**src/crclog_pkg.sv**
```systemverilog
// ----------------------------------------------------------------------------
// crclog_pkg
// Shared constants, codes and types of the CRC log record framer/checker.
// ----------------------------------------------------------------------------
package crclog_pkg;

    // Log geometry
    localparam int SLOT_BYTES = 64;
    localparam int SLOT_COUNT = 32;
    localparam int TEXT_MAX   = SLOT_BYTES - 3;

    // Field and counter widths
    localparam int ADDR_W = 11;
    localparam int BYTE_W = 8;
    localparam int LEN_W  = 6;
    localparam int ACT_W  = 2;
    localparam int POS_W  = $clog2(SLOT_BYTES + 3);
    localparam int TPOS_W = $clog2(SLOT_BYTES);
    localparam int SLOT_W = $clog2(SLOT_COUNT + 1);
    localparam int SUM_W  = SLOT_W + POS_W + $clog2(SLOT_BYTES);
    localparam int CRC_W  = 16;
    localparam int BIT_W  = $clog2(BYTE_W);

    // CRC-16/CCITT
    localparam logic [CRC_W-1:0] CRC_INIT = 16'hFFFF;
    localparam logic [CRC_W-1:0] CRC_POLY = 16'h1021;

    // Request action codes
    localparam logic [ACT_W-1:0] ACT_WRITE = 2'd0;
    localparam logic [ACT_W-1:0] ACT_CHECK = 2'd1;
    localparam logic [ACT_W-1:0] ACT_ERASE = 2'd2;

    // Which frame is open
    typedef enum logic [1:0] {
        KIND_NONE  = 2'd0,
        KIND_WRITE = 2'd1,
        KIND_CHECK = 2'd2
    } frame_kind_t;

    // Control toward the serial CRC unit
    typedef struct packed {
        logic              clear;
        logic              start;
        logic [BYTE_W-1:0] data;
    } crc_ctrl_t;

    // One result item
    typedef struct packed {
        logic [ADDR_W-1:0] log_addr;
        logic [BYTE_W-1:0] write_data;
        logic              is_write;
        logic              slot_valid;
        logic [LEN_W-1:0]  text_length;
        logic              last_result;
    } result_t;

    // Byte address of position pos in slot slot
    function automatic logic [ADDR_W-1:0] slot_addr(input logic [SLOT_W-1:0] slot,
                                                     input logic [POS_W-1:0]  pos);
        logic [SUM_W-1:0] full;
        full = SUM_W'(slot) * SUM_W'(SLOT_BYTES) + SUM_W'(pos);
        return full[ADDR_W-1:0];
    endfunction

endpackage

```
**src/crclog_crc_serial.sv**
```systemverilog
// ----------------------------------------------------------------------------
// crclog_crc_serial
// Bit-serial CRC-16/CCITT: folds one byte into the running CRC, MSB first,
// one bit per cycle.
// ----------------------------------------------------------------------------
module crclog_crc_serial
(
    input  logic                           clk,
    input  logic                           rst_n,
    input  crclog_pkg::crc_ctrl_t          ctrl,
    output logic                           busy,
    output logic [crclog_pkg::CRC_W-1:0]   crc
);
    import crclog_pkg::*;

    logic [CRC_W-1:0]  crc_reg, crc_next;
    logic [BYTE_W-1:0] data_reg, data_next;
    logic [BIT_W-1:0]  bit_cnt_reg, bit_cnt_next;
    logic              busy_reg, busy_next;
    logic              fb;

    // One shift step per cycle while busy
    always_comb
    begin
        crc_next     = crc_reg;
        data_next    = data_reg;
        bit_cnt_next = bit_cnt_reg;
        busy_next    = busy_reg;
        fb           = crc_reg[CRC_W-1] ^ data_reg[BYTE_W-1];
        if (ctrl.clear)
        begin
            crc_next  = CRC_INIT;
            busy_next = 1'b0;
        end
        else if (ctrl.start)
        begin
            data_next    = ctrl.data;
            bit_cnt_next = '0;
            busy_next    = 1'b1;
        end
        else if (busy_reg)
        begin
            crc_next     = {crc_reg[CRC_W-2:0], 1'b0} ^ (fb ? CRC_POLY : '0);
            data_next    = {data_reg[BYTE_W-2:0], 1'b0};
            bit_cnt_next = bit_cnt_reg + BIT_W'(1);
            if (bit_cnt_reg == BIT_W'(BYTE_W - 1))
            begin
                busy_next = 1'b0;
            end
        end
    end

    always_ff @(posedge clk or negedge rst_n)
    begin
        if (!rst_n)
        begin
            crc_reg     <= CRC_INIT;
            busy_reg    <= 1'b0;
            bit_cnt_reg <= '0;
        end
        else
        begin
            crc_reg     <= crc_next;
            busy_reg    <= busy_next;
            bit_cnt_reg <= bit_cnt_next;
        end
    end

    // Shifted data byte, no reset needed
    always_ff @(posedge clk)
    begin
        data_reg <= data_next;
    end

    assign busy = busy_reg;
    assign crc  = crc_reg;

endmodule

```
**src/crclog_out_stage.sv**
```systemverilog
// ----------------------------------------------------------------------------
// crclog_out_stage
// Output holding register: keeps one result until the consumer takes it.
// ----------------------------------------------------------------------------
module crclog_out_stage
(
    input  logic                  clk,
    input  logic                  rst_n,
    input  logic                  push,
    input  crclog_pkg::result_t   push_res,
    output logic                  can_push,
    output logic                  out_valid,
    input  logic                  out_ready,
    output crclog_pkg::result_t   res
);
    import crclog_pkg::*;

    logic    valid_reg, valid_next;
    result_t res_reg;

    // Slot frees when empty or being taken this cycle
    assign can_push = !valid_reg || out_ready;

    always_comb
    begin
        valid_next = valid_reg;
        if (push)
        begin
            valid_next = 1'b1;
        end
        else if (out_ready)
        begin
            valid_next = 1'b0;
        end
    end

    always_ff @(posedge clk or negedge rst_n)
    begin
        if (!rst_n)
        begin
            valid_reg <= 1'b0;
        end
        else
        begin
            valid_reg <= valid_next;
        end
    end

    always_ff @(posedge clk)
    begin
        if (push)
        begin
            res_reg <= push_res;
        end
    end

    assign out_valid = valid_reg;
    assign res       = res_reg;

endmodule

```
**src/crc_log_record_framer_checker_core.sv**
```systemverilog
// ----------------------------------------------------------------------------
// crc_log_record_framer_checker_core
// Frames text into CRC-16 protected 64-byte log slots, checks stored slots,
// and erases the log.
// Flow: writes and verdicts are pushed into the output register; a check
//   verdict comes from S_VERD, after S_CWAIT if the final slot byte runs
//   through the bit-serial CRC unit. Requests are taken only in S_IDLE, once
//   the last one is done. A final text byte also folds the terminator into
//   the CRC, then writes it and both CRC bytes; erase gives one write per
//   cycle per used slot while the output can take it.
// Reset: slot index 0, CRC 0xFFFF, no frame open, output empty.
// ----------------------------------------------------------------------------
module crc_log_record_framer_checker_core
(
    input  logic                              clk,
    input  logic                              rst_n,
    input  logic                              in_valid,
    output logic                              in_ready,
    input  logic [crclog_pkg::ACT_W-1:0]      action,
    input  logic [crclog_pkg::BYTE_W-1:0]     data_byte,
    input  logic                              last_byte,
    output logic                              out_valid,
    input  logic                              out_ready,
    output logic [crclog_pkg::ADDR_W-1:0]     log_addr,
    output logic [crclog_pkg::BYTE_W-1:0]     write_data,
    output logic                              is_write,
    output logic                              slot_valid,
    output logic [crclog_pkg::LEN_W-1:0]      text_length,
    output logic                              last_result
);
    import crclog_pkg::*;

    typedef enum logic [8:0] {
        S_IDLE  = 9'b000000001,
        S_ERASE = 9'b000000010,
        S_WDATA = 9'b000000100,
        S_WCRC  = 9'b000001000,
        S_WZERO = 9'b000010000,
        S_WTAIL = 9'b000100000,
        S_CHK   = 9'b001000000,
        S_CWAIT = 9'b010000000,
        S_VERD  = 9'b100000000
    } state_t;

    state_t            state_reg, state_next;
    frame_kind_t       kind_reg, kind_next;
    logic [SLOT_W-1:0] slot_index_reg, slot_index_next;
    logic [POS_W-1:0]  pos_reg, pos_next;
    logic [TPOS_W-1:0] tpos_reg, tpos_next;
    logic              tseen_reg, tseen_next;
    logic              fbn_reg, fbn_next;
    logic              matched_reg, matched_next;
    logic              match_pend_reg, match_pend_next;
    logic [SLOT_W-1:0] erase_cnt_reg, erase_cnt_next;
    logic [SLOT_W-1:0] erase_used_reg, erase_used_next;
    logic [1:0]        tail_cnt_reg, tail_cnt_next;
    logic [ACT_W-1:0]  act_reg;
    logic [BYTE_W-1:0] byte_reg;
    logic              last_reg;

    logic              accept;
    logic              clear_frame;
    crc_ctrl_t         crc_ctrl;
    logic              crc_busy;
    logic [CRC_W-1:0]  crc_val;
    logic              push;
    result_t           push_res;
    logic              can_push;
    result_t           res;

    assign in_ready = (state_reg == S_IDLE);
    assign accept   = in_valid && in_ready;

    crclog_crc_serial u_crc
    (
        .clk   (clk),
        .rst_n (rst_n),
        .ctrl  (crc_ctrl),
        .busy  (crc_busy),
        .crc   (crc_val)
    );

    crclog_out_stage u_out
    (
        .clk       (clk),
        .rst_n     (rst_n),
        .push      (push),
        .push_res  (push_res),
        .can_push  (can_push),
        .out_valid (out_valid),
        .out_ready (out_ready),
        .res       (res)
    );

    // Request sequencer
    always_comb
    begin
        logic [POS_W-1:0] tpos_plus2;
        logic             verdict;

        state_next      = state_reg;
        kind_next       = kind_reg;
        slot_index_next = slot_index_reg;
        pos_next        = pos_reg;
        tpos_next       = tpos_reg;
        tseen_next      = tseen_reg;
        fbn_next        = fbn_reg;
        matched_next    = matched_reg;
        match_pend_next = match_pend_reg;
        erase_cnt_next  = erase_cnt_reg;
        erase_used_next = erase_used_reg;
        tail_cnt_next   = tail_cnt_reg;
        clear_frame     = 1'b0;
        crc_ctrl        = '0;
        push            = 1'b0;
        push_res        = '0;
        tpos_plus2      = {1'b0, tpos_reg} + POS_W'(2);
        verdict         = fbn_reg && tseen_reg && matched_reg &&
                          ({1'b0, tpos_reg} < POS_W'(SLOT_BYTES - 2));

        unique case (state_reg)
            S_IDLE:
            begin
                if (accept)
                begin
                    erase_cnt_next  = '0;
                    erase_used_next = (slot_index_reg > SLOT_W'(SLOT_COUNT)) ?
                                      SLOT_W'(SLOT_COUNT) : slot_index_reg;
                    priority if (action == ACT_WRITE)
                    begin
                        if (kind_reg != KIND_WRITE)
                        begin
                            clear_frame = 1'b1;
                            state_next  = (slot_index_reg >= SLOT_W'(SLOT_COUNT)) ?
                                          S_ERASE : S_WDATA;
                        end
                        else
                        begin
                            state_next = S_WDATA;
                        end
                    end
                    else if (action == ACT_CHECK)
                    begin
                        if (kind_reg != KIND_CHECK)
                        begin
                            clear_frame = 1'b1;
                        end
                        state_next = S_CHK;
                    end
                    else if (action == ACT_ERASE)
                    begin
                        clear_frame = 1'b1;
                        kind_next   = KIND_NONE;
                        if (slot_index_reg == '0)
                        begin
                            state_next = S_IDLE;
                        end
                        else
                        begin
                            state_next = S_ERASE;
                        end
                    end
                    else
                    begin
                        state_next = S_IDLE;
                    end
                    // Frame kind after this request
                    if (action == ACT_WRITE)
                    begin
                        kind_next = KIND_WRITE;
                    end
                    else if (action == ACT_CHECK)
                    begin
                        kind_next = KIND_CHECK;
                    end
                end
            end

            // One zero write at the first byte of each used slot
            S_ERASE:
            begin
                if (can_push)
                begin
                    push                   = 1'b1;
                    push_res.log_addr      = slot_addr(erase_cnt_reg, '0);
                    push_res.is_write      = 1'b1;
                    push_res.last_result   = (act_reg == ACT_ERASE) &&
                        (erase_cnt_reg == erase_used_reg - SLOT_W'(1));
                    erase_cnt_next         = erase_cnt_reg + SLOT_W'(1);
                    if (erase_cnt_reg == erase_used_reg - SLOT_W'(1))
                    begin
                        slot_index_next = '0;
                        state_next      = (act_reg == ACT_ERASE) ? S_IDLE : S_WDATA;
                    end
                end
            end

            // Text byte write, then its CRC; a byte past TEXT_MAX is dropped
            S_WDATA:
            begin
                if (pos_reg < POS_W'(TEXT_MAX))
                begin
                    if (can_push)
                    begin
                        push                   = 1'b1;
                        push_res.log_addr      = slot_addr(slot_index_reg, pos_reg);
                        push_res.write_data    = byte_reg;
                        push_res.is_write      = 1'b1;
                        push_res.last_result   = !last_reg;
                        crc_ctrl.start         = 1'b1;
                        crc_ctrl.data          = byte_reg;
                        pos_next               = pos_reg + POS_W'(1);
                        state_next             = S_WCRC;
                    end
                end
                else if (last_reg)
                begin
                    crc_ctrl.start = 1'b1;
                    state_next     = S_WZERO;
                end
                else
                begin
                    state_next = S_IDLE;
                end
            end

            S_WCRC:
            begin
                if (!crc_busy)
                begin
                    if (last_reg)
                    begin
                        crc_ctrl.start = 1'b1;
                        state_next     = S_WZERO;
                    end
                    else
                    begin
                        state_next = S_IDLE;
                    end
                end
            end

            // Terminator folded into the CRC
            S_WZERO:
            begin
                if (!crc_busy)
                begin
                    tail_cnt_next = '0;
                    state_next    = S_WTAIL;
                end
            end

            // Terminator, CRC high byte, CRC low byte
            S_WTAIL:
            begin
                if (can_push)
                begin
                    push                   = 1'b1;
                    push_res.log_addr      = slot_addr(slot_index_reg,
                                                       pos_reg + POS_W'(tail_cnt_reg));
                    push_res.is_write      = 1'b1;
                    unique case (tail_cnt_reg)
                        2'd0:    push_res.write_data = '0;
                        2'd1:    push_res.write_data = crc_val[CRC_W-1:BYTE_W];
                        default: push_res.write_data = crc_val[BYTE_W-1:0];
                    endcase
                    tail_cnt_next = tail_cnt_reg + 2'd1;
                    if (tail_cnt_reg == 2'd2)
                    begin
                        push_res.last_result = 1'b1;
                        slot_index_next      = slot_index_reg + SLOT_W'(1);
                        clear_frame          = 1'b1;
                        state_next           = S_IDLE;
                    end
                end
            end

            // Slot byte scan
            S_CHK:
            begin
                state_next = last_reg ? S_VERD : S_IDLE;
                if (pos_reg < POS_W'(SLOT_BYTES))
                begin
                    pos_next = pos_reg + POS_W'(1);
                    if (pos_reg == '0)
                    begin
                        fbn_next = (byte_reg != '0);
                    end
                    if (!tseen_reg)
                    begin
                        crc_ctrl.start  = 1'b1;
                        crc_ctrl.data   = byte_reg;
                        match_pend_next = 1'b0;
                        state_next      = S_CWAIT;
                        if (byte_reg == '0)
                        begin
                            tseen_next = 1'b1;
                            tpos_next  = pos_reg[TPOS_W-1:0];
                        end
                    end
                    else if (pos_reg <= tpos_plus2)
                    begin
                        crc_ctrl.start  = 1'b1;
                        crc_ctrl.data   = byte_reg;
                        match_pend_next = (pos_reg == tpos_plus2);
                        state_next      = S_CWAIT;
                    end
                end
            end

            S_CWAIT:
            begin
                if (!crc_busy)
                begin
                    if (match_pend_reg)
                    begin
                        matched_next = (crc_val == '0);
                    end
                    state_next = last_reg ? S_VERD : S_IDLE;
                end
            end

            S_VERD:
            begin
                if (can_push)
                begin
                    push                 = 1'b1;
                    push_res.slot_valid  = verdict;
                    push_res.text_length = verdict ? LEN_W'(tpos_reg) : '0;
                    push_res.last_result = 1'b1;
                    clear_frame          = 1'b1;
                    state_next           = S_IDLE;
                end
            end

            default:
            begin
                state_next = S_IDLE;
            end
        endcase

        // Frame clear
        if (clear_frame)
        begin
            crc_ctrl.clear = 1'b1;
            pos_next       = '0;
            tpos_next      = '0;
            tseen_next     = 1'b0;
            fbn_next       = 1'b0;
            matched_next   = 1'b0;
            if (state_reg != S_IDLE)
            begin
                kind_next = KIND_NONE;
            end
        end
    end

    always_ff @(posedge clk or negedge rst_n)
    begin
        if (!rst_n)
        begin
            state_reg      <= S_IDLE;
            kind_reg       <= KIND_NONE;
            slot_index_reg <= '0;
            pos_reg        <= '0;
            tpos_reg       <= '0;
            tseen_reg      <= 1'b0;
            fbn_reg        <= 1'b0;
            matched_reg    <= 1'b0;
            match_pend_reg <= 1'b0;
            erase_cnt_reg  <= '0;
            erase_used_reg <= '0;
            tail_cnt_reg   <= '0;
        end
        else
        begin
            state_reg      <= state_next;
            kind_reg       <= kind_next;
            slot_index_reg <= slot_index_next;
            pos_reg        <= pos_next;
            tpos_reg       <= tpos_next;
            tseen_reg      <= tseen_next;
            fbn_reg        <= fbn_next;
            matched_reg    <= matched_next;
            match_pend_reg <= match_pend_next;
            erase_cnt_reg  <= erase_cnt_next;
            erase_used_reg <= erase_used_next;
            tail_cnt_reg   <= tail_cnt_next;
        end
    end

    // Captured request
    always_ff @(posedge clk)
    begin
        if (accept)
        begin
            act_reg  <= action;
            byte_reg <= data_byte;
            last_reg <= last_byte;
        end
    end

    assign log_addr    = res.log_addr;
    assign write_data  = res.write_data;
    assign is_write    = res.is_write;
    assign slot_valid  = res.slot_valid;
    assign text_length = res.text_length;
    assign last_result = res.last_result;

endmodule

```
**config.mk**
```make
export PLATFORM = sky130hd
export DESIGN_NAME = crc_log_record_framer_checker_core
export DESIGN_NICKNAME = d
export VERILOG_FILES = /design/src/crclog_pkg.sv /design/src/crclog_crc_serial.sv /design/src/crclog_out_stage.sv /design/src/crc_log_record_framer_checker_core.sv
export SDC_FILE = /design/constraint.sdc
export NUM_CORES = 1
export LEC_CHECK = 0
export ABC_AREA = 1
export BUFFER_PORTS_ARGS = -buffer_cell sky130_fd_sc_hd__buf_4
export CAP_MARGIN = 40
export CORE_MARGIN = 2
export CORE_UTILIZATION = 40
export CTS_CLUSTER_SIZE = 24
export DETAILED_ROUTE_END_ITERATION = 7
export PLACE_DENSITY = 0.55
export SLEW_MARGIN = 10
export SYNTH_ARGS = -nofsm -noshare
export SYNTH_HDL_FRONTEND = slang
export SYNTH_SLANG_ARGS = --single-unit
export TNS_END_PERCENT = 20
```
**constraint.sdc**
```tcl
create_clock -name clk -period 7.9 [get_ports clk]
set_clock_uncertainty 0.15 [all_clocks]
set_input_delay 1.185 -clock clk [delete_from_list [all_inputs] [get_ports clk]]
set_output_delay 1.185 -clock clk [all_outputs]
set_load 0.05 [all_outputs]
```
# After elaboration in Yosys (flattened, before gate mapping)
# Cells that the tools add are included.
classes:
  n_addsub: 10
  magnitude_cmp: 6
  n_eq_ne: 37
  n_mux: 118
  bitwise: 3
  reduce_logical: 44
op_table:
  columns: ["cell", "count"]
  rows:
  - ["two-way mux 9 bit", 22]
  - ["one-hot mux 9 bit (9 select lines)", 1]
  - ["two-way mux 6 bit", 12]
  - ["two-way mux 20 bit", 3]
  - ["two-way mux 16 bit", 3]
  - ["one-hot mux 8 bit (2 select lines)", 3]
  - ["two-way mux 1 bit", 39]
  - ["one-hot mux 11 bit (3 select lines)", 1]
  - ["two-way mux 7 bit", 4]
  - ["two-way mux 8 bit", 3]
  - ["one-hot mux 6 bit (2 select lines)", 2]
  - ["nonzero test 2 bit", 12]
  - ["adder 11 x 7 -> 11 bit", 2]
  - ["two-way mux 2 bit", 10]
  - ["inequality test 2 bit, second input constant", 10]
  - ["AND reduction 3 bit", 6]
  - ["logical NOT 16 bit", 1]
  - ["bitwise XOR 16 bit", 1]
  - ["two-way mux 3 bit", 5]
  - ["one-hot mux 7 bit (2 select lines)", 1]
  - ["two-way mux 13 bit", 1]
  - ["adder 6 x 1 -> 6 bit, second input constant", 2]
  - ["inequality test 3 bit, second input constant", 4]
  - ["two-way mux 11 bit", 1]
  - ["other kinds (49)", 69]
word_totals:
  register_bits: 116
  inputBits: 15
  out_inout_bits: 30
  wordCells: 244

# Depth between registers and ports, before layout
# Gate-level depths: netlist of the first run.
depth:
  depth_word: 9
  depth_mapped: 18
  ltp_nobuf: 17

# Modules after synthesis
# A second synthesis of the first run with hierarchy kept.
hier_totals:
  cells_unflattened: 813
  hier_area_um2: 6947.9
by_module_without_submodules:
  columns: ["module", "n_inst", "cells_per_inst", "area_each_um2", "seq_area_each_um2"]
  rows:
  - ["crc_log_record_framer_checker_core", 1, 658, 4728.3, 1532.7]
  - ["crclog_crc_serial", 1, 122, 1333.8, 760.7]
  - ["crclog_out_stage", 1, 33, 885.8, 865.8]

# Worst setup path before layout of the first run
# No wires, ideal clock.
synth_timing:
  path_type: "input to register"
  startpoint: "input out_ready"
  endpoint: "register u_out.res_reg (netlist bit u_out.res[0]), enable pin"
  setup_time_ns: 0.585
  arrival_time_ns: 2.587
  t_required_ns: 7.165
  slack_ns: 4.578
  stages: 7
  n_path_buf: 1
  cell_sequence: "inv_1 > nand2_1 > nand2_1 > nor2_2 > inv_2 > clkbuf_1 > nand4_1"
synth_between:
  elab_chain_cells: 4
synth_lines:
  columns: ["item", "line_no", "rtl"]
  rows:
  - ["start, declared", "crc_log_record_framer_checker_core.sv:23", "input logic out_ready,"]
  - ["logical OR 1 bit (*)", "crclog_out_stage.sv:22", "assign can_push = !valid_reg || out_ready;"]
  - ["two-way mux 1 bit (*)", null, null]
  - ["two-way mux 1 bit", "crc_log_record_framer_checker_core.sv:201", "if (pos_reg < POS_W'(TEXT_MAX))"]
  - ["one-hot mux 1 bit (2 select lines) (*)", "crc_log_record_framer_checker_core.sv:121", "unique case (state_reg)"]
  - ["net push", "crc_log_record_framer_checker_core.sv:66", "logic push;"]
  - ["end signal, assigned", "crclog_out_stage.sv:53", "res_reg <= push_res;"]
  - ["end, declared", "crclog_out_stage.sv:19", "result_t res_reg;"]
# The timed path passes the listed nets; every way through them passes the cells marked *.
# A chain may end at the register's enable or synchronous reset.

# Worst setup path in the final report of the first run
layout_timing:
  startpoint: "register tpos_reg[1]"
  endpoint: "register u_crc.crc_reg[14], in the netlist u_crc.crc[14]"
layout_between:
  elab_chain_cells: 8
layout_lines:
  columns: ["item", "line_no", "rtl"]
  rows:
  - ["start, declared", "crc_log_record_framer_checker_core.sv:49", "logic [TPOS_W-1:0] tpos_reg, tpos_next;"]
  - ["start signal, assigned", "crc_log_record_framer_checker_core.sv:381", "tpos_reg <= tpos_next;"]
  - ["adder 6 x 2 -> 7 bit", "crc_log_record_framer_checker_core.sv:117", "tpos_plus2 = {1'b0, tpos_reg} + POS_W'(2);"]
  - ["less-or-equal comparator 7 bit", "crc_log_record_framer_checker_core.sv:301", "else if (pos_reg <= tpos_plus2)"]
  - ["two-way mux 9 bit", "crc_log_record_framer_checker_core.sv:301", null]
  - ["two-way mux 9 bit", "crc_log_record_framer_checker_core.sv:289", "if (!tseen_reg)"]
  - ["two-way mux 9 bit", "crc_log_record_framer_checker_core.sv:282", "if (pos_reg < POS_W'(SLOT_BYTES))"]
  - ["one-hot mux 1 bit (3 select lines)", "crc_log_record_framer_checker_core.sv:121", null]
  - ["inequality test 2 x 1 -> 1 bit (no line)", null, null]
  - ["AND reduction 2 bit (no line)", null, null]
  - ["end signal, assigned", "crclog_crc_serial.sv:63", "crc_reg <= crc_next;"]
  - ["end, declared", "crclog_crc_serial.sv:16", "logic [CRC_W-1:0] crc_reg, crc_next;"]
# No other way between the ends.

==> results.md, run 1 <==
- Status: complete, no violations
- Number of placement rows: 46
- Layout cell share with drive strength beyond 1: 0.1410
- Area taken by multi-input logic gates: 2818 sq um
- Routed via count: 5269
- Global-route wire length before repair: approximately 26 mm
- Die Y: 131.6 um
- Crit path launch type: flip-flop
- Cells after synthesis: 795
- Gr ovfl total: 0
- Number of port buffers: 44
- WHS: 0.3351 ns
- Area Overhead vs Synth: 16.28%
- Synth top area cells: edfxtp_1, dfrtp_1, nand2_1
- Cell at the root of the clock tree: clkbuf_16
- # H-tree levels: 4
- CTS buffer count: 17
- Post-CTS Resized: 0
- Clk pin slew, worst setup/hold paths: 0.05 ns
- Launch point of the worst reg-to-reg path: tpos_reg[1]
- Largest register FFs: 28
- Register area: around 3200 sq um
- TritonRoute pass-1 iters: 5
- Most frequent cell after synthesis: nand2_1
- Vias in the first global route: 5256
- Core box area: 15890 sq um
- Netlist cell types: 40
- CTS tree: yes
- WP data required: 8.09 ns
- Syn_nets: 836
- Post-synth EDFFs: 47
- CTS max path bufs: 2
- Finish-stage setup viols: 0
- Async set or reset register ratio after synthesis: 0.5948
- P per Cell Area: a little under 400 nW/um^2
- DR iter-0 viols: 363
- CP Capture Type: flip-flop
- Final nets: 879
- Post-CTS Setup Bufs: 0
- Critical path's top delay family: simple AND/OR/NAND/NOR gates
- Clk sinks: roughly 120
- DRC: 0
- WL final: 15.68 mm
- Clk Latency, worst-skew pair: about 0.42 ns
- Slew margin rel.: 0.4759
- Synth top cells by count: nand2_1, inv_1, nor2_1, o21ai_0, nand3_1
- Worst slew pin tran: between 0.7 and 0.8 ns
- CP max-delay cell: nand2_2
- Setup TNS: 0 ns
- Cell Chain, Critical Path: ha_1 > nand3_1 > xor2_1 > ha_1 > nand2_1 > nor2_1 > nand2_1 > inv_1 > nor2_1 > nand2_1 > nand2_1 > nand2_1 > nor2_2 > nand2_2 > o21ai_1
- Via-to-Cell Ratio: around 4.9
- GRT Util Overall: 0.1913
- Hold_buf cts: 0
- CP most frequent cell: nand2_1
- Sequential area share after synthesis: 0.4848
- Worst Hold Class: flip-flop to flip-flop
- Critical path type: flip-flop to flip-flop
- Routability cong.: 0.8384
- Synth Warn #: 0
- Routed Antenna Nets: 0
- Synth top area share: 0.2166
- I/O pin count: 45
- Crit. Startpoint: tpos_reg[1]
- Yosys top cell by area: edfxtp_1
- DP Wirelength: 11.57 mm
- Standby leakage power: 0.003518 uW
- Worst EP arrival: between 3 and 4 ns
- Start point of the worst hold path: u_crc.bit_cnt_reg[2]
- Final worst-path cycle share: 0.4209
- Worst ir drop on vdd: 0.0001950 V
- Main synth FF type: dfrtp_1
- Die Wd: 131.6 um
- Syn Area/Cell: slightly above 8 sq um
- Final Hold Violating Endpoints: 0
- Initial antenna violation count: 0
- Area of the mapped netlist: 6516 sq um
- Max Fclk: 300.8 MHz
- Crit path largest cell delay: roughly 0.45 ns
- Initial Utilization: 0.4102
- WL per Instance: 14.70 um
- Max Slew Vio Count: 0
- Total die area: 17330 sq um
- N_diodes: 0
- Largest net degree at the start of global routing: 37
- FILL cells: 1575
- Yosys reg bits: 116
- Max Cap Violations: 0
- Unrepaired setup endpoints after global routing: no
- Crit path max fanout: 29
- Period minus WS final: roughly 3.3 ns
- Worst path bufs/invs: 1
-- cells by family after synthesis --
group	count (synthesis)	share of synthesized area
and+or+nand+nor	396	0.2636
buffers and inverters	135	0.08276
DFF	116	0.4848
AOI/OAI and AO/OA	101	0.08948
adders and majority gates	26	0.05108
xor gates and xnor gates	21	0.02822
-- final cells by class --
class                   count  share of cell area
flip-flops and latches    116              0.4169
repair buffers             46             0.04723
multi-input cells         544              0.3719
well taps                 216             0.03567
clock inverters             4            0.002642
inverters                 113             0.05598
clock buffers              28             0.06968
-- per-layer routing --
layer  wire length, um  part of all wire  track usage  up-vias
met5                 0                 0            0        -
met4               255             0.016      0.06582        0
met3               583             0.037      0.04321       24
met2              7375              0.47       0.3109      105
met1              7466              0.48       0.2520     2481
li1                  -                 -            -     2659
-- through the flow --
step | power, uW | cells | utilization | area, sq um | setup slack (ns)
floorplan | 1975 | 795 | - | 6516 | 4.578
global placement | 2250 | 1034 | 0.4412 | 7009 | 4.359
detailed placement | 2284 | 1035 | 0.4425 | 7029 | 4.212
CTS | 3010 | 1067 | 0.4770 | 7577 | 4.553
global route | 3224 | 1067 | 0.4770 | 7577 | 4.248
finish | 2989 | 1067 | 0.4770 | 7577 | 4.575
-- final timing paths --
kind | endpoint | slack (ns) | cells past startpoint
worst max register to register | u_crc.crc[14] | 4.58 | 15
worst min register to register | u_crc.bit_cnt_reg[2] | 0.34 | 2
worst min-delay path | u_crc.bit_cnt_reg[2] | 0.34 | 2
worst max-delay path | u_crc.crc[14] | 4.58 | 15
min in group asynchronous | pos_reg[5] | 0.59 | 1
max in group asynchronous | state_reg[0] | 6.38 | 2
-- power by group --
group          internal, uW  leakage [uW]  total [uW]  switching [uW]
sequential              882       0.00131        1080             201
clock                   450      0.000273         715             264
combinational           389       0.00193        1190             802
total                  1720       0.00352        2990            1270
-- worst min-delay path: cells and delay by family, from the launching register on --
| family | cells | cell delay [ns] |
|---|---|---|
| and+or+nand+nor | 2 | 0.11 |
| DFF | 1 | 0.35 |
-- layout by cell type, fill, tap and decap left out, types with 2 or more instances in the layout --
cell	Yosys	layout
edfxtp_1	47	47
nor2_4	4	4
nand4_1	13	13
buf_4	2	45
a21oi_1	13	13
nand3_1	54	54
nand2_2	4	4
nor4_1	5	5
o221ai_1	5	5
o21ai_1	8	8
nor3_1	8	8
nand2_1	220	220
clkbuf_1	9	6
nor3_4	2	2
nor2_1	73	73
ha_1	25	25
dfrtp_1	52	52
dfstp_2	17	17
nand2_4	2	2
xor2_1	17	17
o21ai_0	55	55
clkinv_2	0	4
o211ai_1	3	3
xnor2_1	4	4
nor2_2	4	4
o22ai_1	6	6
inv_1	110	110
o21ai_2	6	6
inv_2	3	3
clkbuf_8	0	4
clkbuf_16	0	18
or2_2	5	5
No activity file was read; power rests on OpenSTA's default activity.
==> inputs of run 2 (changes only) <==
PLACE_DENSITY = 0.57   (was 0.55)
clock period = 2.8 ns   (was 7.9 ns; I/O delays follow)
==> results.md, run 2 (synthesis results as in run 1) <==
- Layout cell share with drive strength beyond 1: 0.1672 (was 0.1410)
- Initial antenna violation count: 0 (unchanged)
- Final worst-path cycle share: 0.9417 (was 0.4209)
- Vias in the first global route: 5258 (was 5256)
- Gr ovfl total: 0 (unchanged)
- Final nets: 901 (was 879)
- Finish-stage setup viols: 0 (unchanged)
- Worst ir drop on vdd: 0.0006057 V (was 0.0001950 V)
- Worst slew pin tran: 0.5664 ns (was 0.7842 ns)
- Reg2reg setup slack: 0.16 ns (was 4.58 ns)
- Hold Path Depth: 1 (was 2)
- Standby leakage power: 0.003612 uW (was 0.003518 uW)
- Clk sinks: 116 (unchanged)
- Clk Latency, worst-skew pair: 0.41 ns (was 0.42 ns)
- Status: complete, no violations (unchanged)
- WL final: 15.75 mm (was 15.68 mm)
- Max Slew Vio Count: 0 (unchanged)
- CTS max path bufs: 2 (unchanged)
- CTS tree: yes (unchanged)
- WP data required: 2.99 ns (was 8.09 ns)
- Core box area: 15890 sq um (unchanged)
- DRC: 0 (unchanged)
- # H-tree levels: 4 (unchanged)
- Total power: 8638 uW (was 2989 uW)
- Global-route wire length before repair: 26.23 mm (was 26.26 mm)
- CP Capture Type: flip-flop (unchanged)
- Cell at the root of the clock tree: clkbuf_16 (unchanged)
- Start point of the worst hold path: data_byte[5] (was u_crc.bit_cnt_reg[2])
- Largest net degree at the start of global routing: 63 (was 37)
- R2R depth: 16 (was 15)
- Number of port buffers: 44 (unchanged)
- TritonRoute pass-1 iters: 5 (unchanged)
- Max Fclk: 379.2 MHz (was 300.8 MHz)
- Worst EP arrival: 2.82 ns (was 3.52 ns)
- DR iter-0 viols: 398 (was 363)
- WL met3: 710 um (was 583 um)
- Register area: 3159 sq um (unchanged)
- Area Overhead vs Synth: 19.49% (was 16.28%)
- Largest register FFs: 28 (unchanged)
- Launch point of the worst reg-to-reg path: tpos_reg[1] (unchanged)
- Clk pin slew, worst setup/hold paths: 0.05 ns (about the same)
- Critical path type: flip-flop to flip-flop (unchanged)
- FILL cells: 1577 (was 1575)
- Hold endpoint: byte_reg[5] (was u_crc.bit_cnt_reg[2])
- Max Cap Violations: 0 (unchanged)
- Slew margin rel.: 0.6202 (was 0.4759)
- Met2 Routed Length: 7.443 mm (was 7.375 mm)
- WL per Instance: 14.46 um (was 14.70 um)
- P per Cell Area: 1109 nW/um^2 (was 394.5 nW/um^2)
- Routed Antenna Nets: 0 (unchanged)
- R2R Path End: u_crc.crc[13] (was u_crc.crc[14])
- I/O pin count: 45 (unchanged)
- Utilization after layout: 0.4902 (was 0.4770)
- Total die area: 17330 sq um (unchanged)
- Number of placement rows: 46 (unchanged)
- Initial Utilization: 0.4102 (unchanged)
- Met1 WL: 7.237 mm (was 7.466 mm)
- Crit path launch type: flip-flop (unchanged)
- N_diodes: 0 (unchanged)
- Die Y: 131.6 um (unchanged)
- CTS buffer count: 17 (unchanged)
- Worst Hold Class: input pin to flip-flop (was flip-flop to flip-flop)
- Routed via count: 5411 (was 5269)
- Top Layer Used: met4 (unchanged)
- Most common cell after layout, fill and taps aside: nand2_1 (unchanged)
- GRT Util Overall: 0.1899 (was 0.1913)
- Crit path max fanout: 14 (was 29)
- Area taken by multi-input logic gates: 2858 sq um (was 2818 sq um)
- Via-to-Cell Ratio: 4.969 (was 4.938)
- Most frequent cells in the layout: nand2_1, inv_1, nor2_1 (unchanged)
- DP Wirelength: 11.28 mm (was 11.57 mm)
- Final Hold Violating Endpoints: 0 (unchanged)
- Die Wd: 131.6 um (unchanged)
- Routability cong.: 0.8667 (was 0.8384)
- Period minus WS final: 2.637 ns (was 3.325 ns)
==> run 2: changes by cell type in the layout (fill, tap and decap cells not counted), sizes merged <==
cell,delta
clkinv,+4
buf,+20
clkbuf,-4
bufinv,+1
dlygate4sd3,+1
==> run 2: area by class of cell <==
cell class,count,area share
flip-flops and latches,116,0.4058
multi-input cells,544,0.3670
repair buffers,68,0.07231
clock buffers,23,0.05753
inverters,113,0.05448
well taps,216,0.03471
clock inverters,9,0.008195
==> run 2: worst max-delay path by stage <==
stage	startpoint	endpoint	slack (ns)	depth (start not counted)
floorplan	pos_reg[2]	u_out.res[0]	0.01	11
global placement	tpos_reg[1]	u_crc.bit_cnt_reg[1]	0.15	17
detailed placement	tpos_reg[1]	u_crc.bit_cnt_reg[0]	-0.01	17
CTS	tpos_reg[1]	u_crc.crc[4]	0.09	17
global route	tpos_reg[1]	u_crc.crc[4]	-0.03	16
finish	tpos_reg[1]	u_crc.crc[13]	0.16	16
==> run 2: layer usage <==
metal	global-route usage	vias to the layer above
met5	0	-
met4	0.07186	0
met3	0.04398	28
met1	0.2485	2543
li1	-	2713
met2	0.3069	127
==> run 2: worst max-delay path, cell delays in order (launching register included) <==
cell and delay [ns]:
dfrtp_1 0.41, ha_2 0.21, nand3_1 0.10, xor2_1 0.17
ha_1 0.31, nand2_2 0.09, nor2_2 0.05, nand2_1 0.05
inv_1 0.05, nor2_1 0.08, nand2_1 0.09, nand2_2 0.10
nand2_2 0.08, nor2_4 0.20, nand2_4 0.10, clkbuf_16 0.19
o21ai_1 0.12
==> run 2: power breakdown <==
part	switching, uW	internal, uW
Clock	725	1200
Combinational	2380	1300
Sequential	545	2490
Total	3650	4990
==> run 2: what timing repair did <==
action | 4_1_cts | 5_1_grt
endpoints found under the setup margin | 3 | 36
hold buffers | 1 | 0
pin swaps | 0 | 3
resized for setup | 1 | 14
hold endpoints to repair | 52 | 0
buffers inserted | 0 | 5
cloned | 0 | 1
==> run 2: stage by stage <==
stage               hold WS [ns]  setup TNS, ns  setup slack [ns]  cell area, sq um  instances
detailed placement        0.1107       -0.03562          -0.01326              7152       1050
global route             0.01583        -0.1464          -0.02612              7786       1089
floorplan               -0.02559              0          0.009781              6520        795
global placement          0.3099              0            0.1515              7124       1049
CTS                      0.01468              0           0.08882              7676       1083
finish                   0.03016              0            0.1632              7786       1089
==> inputs of run 3 (changes only) <==
CORE_ASPECT_RATIO = 0.9   (was not set)
==> results.md, run 3 (synthesis results as in run 1) <==
- Status: complete, no violations (unchanged)
- Die Wd: 138.5 um (was 131.6 um)
- Worst ir drop on vdd: 0.0005217 V (was 0.0006057 V)
- DRC: 0 (unchanged)
- Routability cong.: 0.8702 (was 0.8667)
- Max Cap Violations: 0 (unchanged)
- Final nets: 903 (was 901)
- R2R depth: 17 (was 16)
- Clk sinks: 116 (unchanged)
- Max Slew Vio Count: 0 (unchanged)
- WP data required: 3.01 ns (was 2.99 ns)
- Crit path launch type: flip-flop (unchanged)
- CTS buffer count: 17 (unchanged)
- Global-route wire length before repair: 26.01 mm (was 26.23 mm)
- FILL cells: 1567 (was 1577)
- Final worst-path setup slack: 0.1708 ns (was 0.1632 ns)
- Die Y: 125.1 um (was 131.6 um)
- I/O pin count: 45 (unchanged)
- Worst slew pin tran: 0.5474 ns (was 0.5664 ns)
- Utilization after layout: 0.4873 (was 0.4902)
- Standby leakage power: 0.003637 uW (was 0.003612 uW)
- Initial antenna violation count: 0 (unchanged)
- DP Wirelength: 11.60 mm (was 11.28 mm)
- DR iter-0 viols: 395 (was 398)
- Area taken by multi-input logic gates: 2849 sq um (was 2858 sq um)
- GRT Util Overall: 0.1896 (was 0.1899)
- GRT busiest layer: met2 (unchanged)
- Number of port buffers: 44 (unchanged)
- TritonRoute pass-1 iters: 5 (unchanged)
- Most common cell after layout, fill and taps aside: nand2_1 (unchanged)
- Total power: 8668 uW (was 8638 uW)
- Routed Antenna Nets: 0 (unchanged)
- Finish-stage setup viols: 0 (unchanged)
- Max Fclk: 380.3 MHz (was 379.2 MHz)
- Area Overhead vs Synth: 19.82% (was 19.49%)
- CTS max path bufs: 2 (unchanged)
- WL final: 15.79 mm (was 15.75 mm)
- Via-to-Cell Ratio: 4.991 (was 4.969)
- N_diodes: 0 (unchanged)
- Most frequent cells in the layout: nand2_1, inv_1, nor2_1 (unchanged)
- Critical path type: flip-flop to flip-flop (unchanged)
- Worst Hold Class: input pin to flip-flop (unchanged)
- Crit path max fanout: 7 (was 14)
- Launch point of the worst reg-to-reg path: tpos_reg[1] (unchanged)
- WL per Instance: 14.59 um (was 14.46 um)
- Met1 Use GR: 0.2594 (was 0.2485)
- Routed via count: 5400 (was 5411)
- Final Hold Violating Endpoints: 0 (unchanged)
- Placed cell count: 1045 (was 1050)
- CTS tree: yes (unchanged)
- Met3 Resource Use GR: 0.04558 (was 0.04398)
- Layout cell share with drive strength beyond 1: 0.1749 (was 0.1672)
- Final worst-path cycle share: 0.9390 (was 0.9417)
- Largest register FFs: 28 (unchanged)
- Crit. Startpoint: tpos_reg[1] (unchanged)
- Worst setup path end: u_crc.crc[15] (was u_crc.crc[13])
- Unrepaired setup endpoints after global routing: yes
- Fin cells: 1082 (was 1089)
- Met2 Use GR: 0.2909 (was 0.3069)
- Clk Latency, worst-skew pair: 0.43 ns (was 0.41 ns)
- R2R Path End: u_crc.crc[15] (was u_crc.crc[13])
- Register area: 3161 sq um (was 3159 sq um)
- Initial Utilization: 0.4067 (was 0.4102)
- Core box area: 16020 sq um (was 15890 sq um)
- Place WS: 0.01657 ns (was -0.01326 ns)
- Period minus WS final: 2.629 ns (was 2.637 ns)
- Worst EP arrival: 2.84 ns (was 2.82 ns)
- # H-tree levels: 4 (unchanged)
- Total die area: 17330 sq um (about the same)
- Reg2reg setup slack: 0.17 ns (was 0.16 ns)
- P per Cell Area: 1110 nW/um^2 (was 1109 nW/um^2)
- Cell at the root of the clock tree: clkbuf_16 (unchanged)
- Largest net degree at the start of global routing: 40 (was 63)
- Slew margin rel.: 0.6342 (was 0.6202)
- Vias in the first global route: 5270 (was 5258)
- Number of placement rows: 44 (was 46)
- CP Capture Type: flip-flop (unchanged)
- Gr ovfl total: 0 (unchanged)
- Clk pin slew, worst setup/hold paths: 0.05 ns (about the same)
==> run 3: changes by cell type in the layout (fill, tap and decap cells not counted), sizes merged <==
cell	delta
clkinv	+3
clkbuf	-5
buf	+2
clkinvlp	+2
==> run 3: metal layers <==
metal  vias up  part of all wire
met3        24             0.045
met4         0             0.016
met5         -                 0
met2       138              0.45
met1      2521              0.49
li1       2717                 -
==> run 3: worst min path at each step <==
stage                                     from              endpoint  slack, ns  depth (start not counted)
final                             data_byte[0]           byte_reg[0]       0.02                          1
after global routing              data_byte[4]           byte_reg[4]      0.008                          1
after floorplan                          rst_n      erase_cnt_reg[0]      -0.03                          0
after detailed placement                 rst_n     erase_used_reg[2]       0.25                          1
after CTS                         data_byte[0]           byte_reg[0]      0.006                          1
after global placement    u_crc.bit_cnt_reg[1]  u_crc.bit_cnt_reg[1]       0.31                          2
==> run 3: through the flow <==
step	TNS [ns]	area (sq um)	hold slack, ns
after detailed placement	0	7176	0.2450
after CTS	0	7714	0.006357
after floorplan	0	6520	-0.02559
final	0	7807	0.02072
after global placement	0	7156	0.3080
after global routing	-0.4311	7807	0.007526
==> run 3: final cells by class <==
type                       instances  area share
clock buffer                      18     0.05497
clock inverter                    14     0.01218
inverter                         113     0.05433
multi-input combinational        544      0.3649
sequential                       116      0.4048
tap                              207     0.03317
timing repair buffer              70     0.07564
==> run 3: power by group <==
group / total, uW / internal [uW] / switching (uW) / leakage [uW]
sequential: 3010 / 2490 / 523 / 0.00131
clock: 1950 / 1190 / 759 / 0.000259
combinational: 3710 / 1310 / 2400 / 0.00207
==> run 3: critical path, cell delays in order, from the launching register on <==
cell       delay (ns)
dfrtp_1          0.41
ha_2             0.21
nand3_1          0.09
xor2_1           0.16
ha_1             0.27
nand2_1          0.08
nor2_1           0.06
nand2_1          0.06
inv_1            0.05
nor2_1           0.08
nand2_1          0.09
nand2_2          0.10
nand2_2          0.09
nor2_4           0.15
buf_6            0.13
nand2_4          0.08
clkbuf_16        0.17
o21ai_1          0.12
==> run 3: what timing repair did <==
action,in CTS,in global routing
gates resized for setup,1,13
endpoints found under the hold margin,30,0
pin swaps,0,2
setup buffers,0,2
hold buffers,1,0
setup endpoints to repair,1,29
gates cloned,0,2
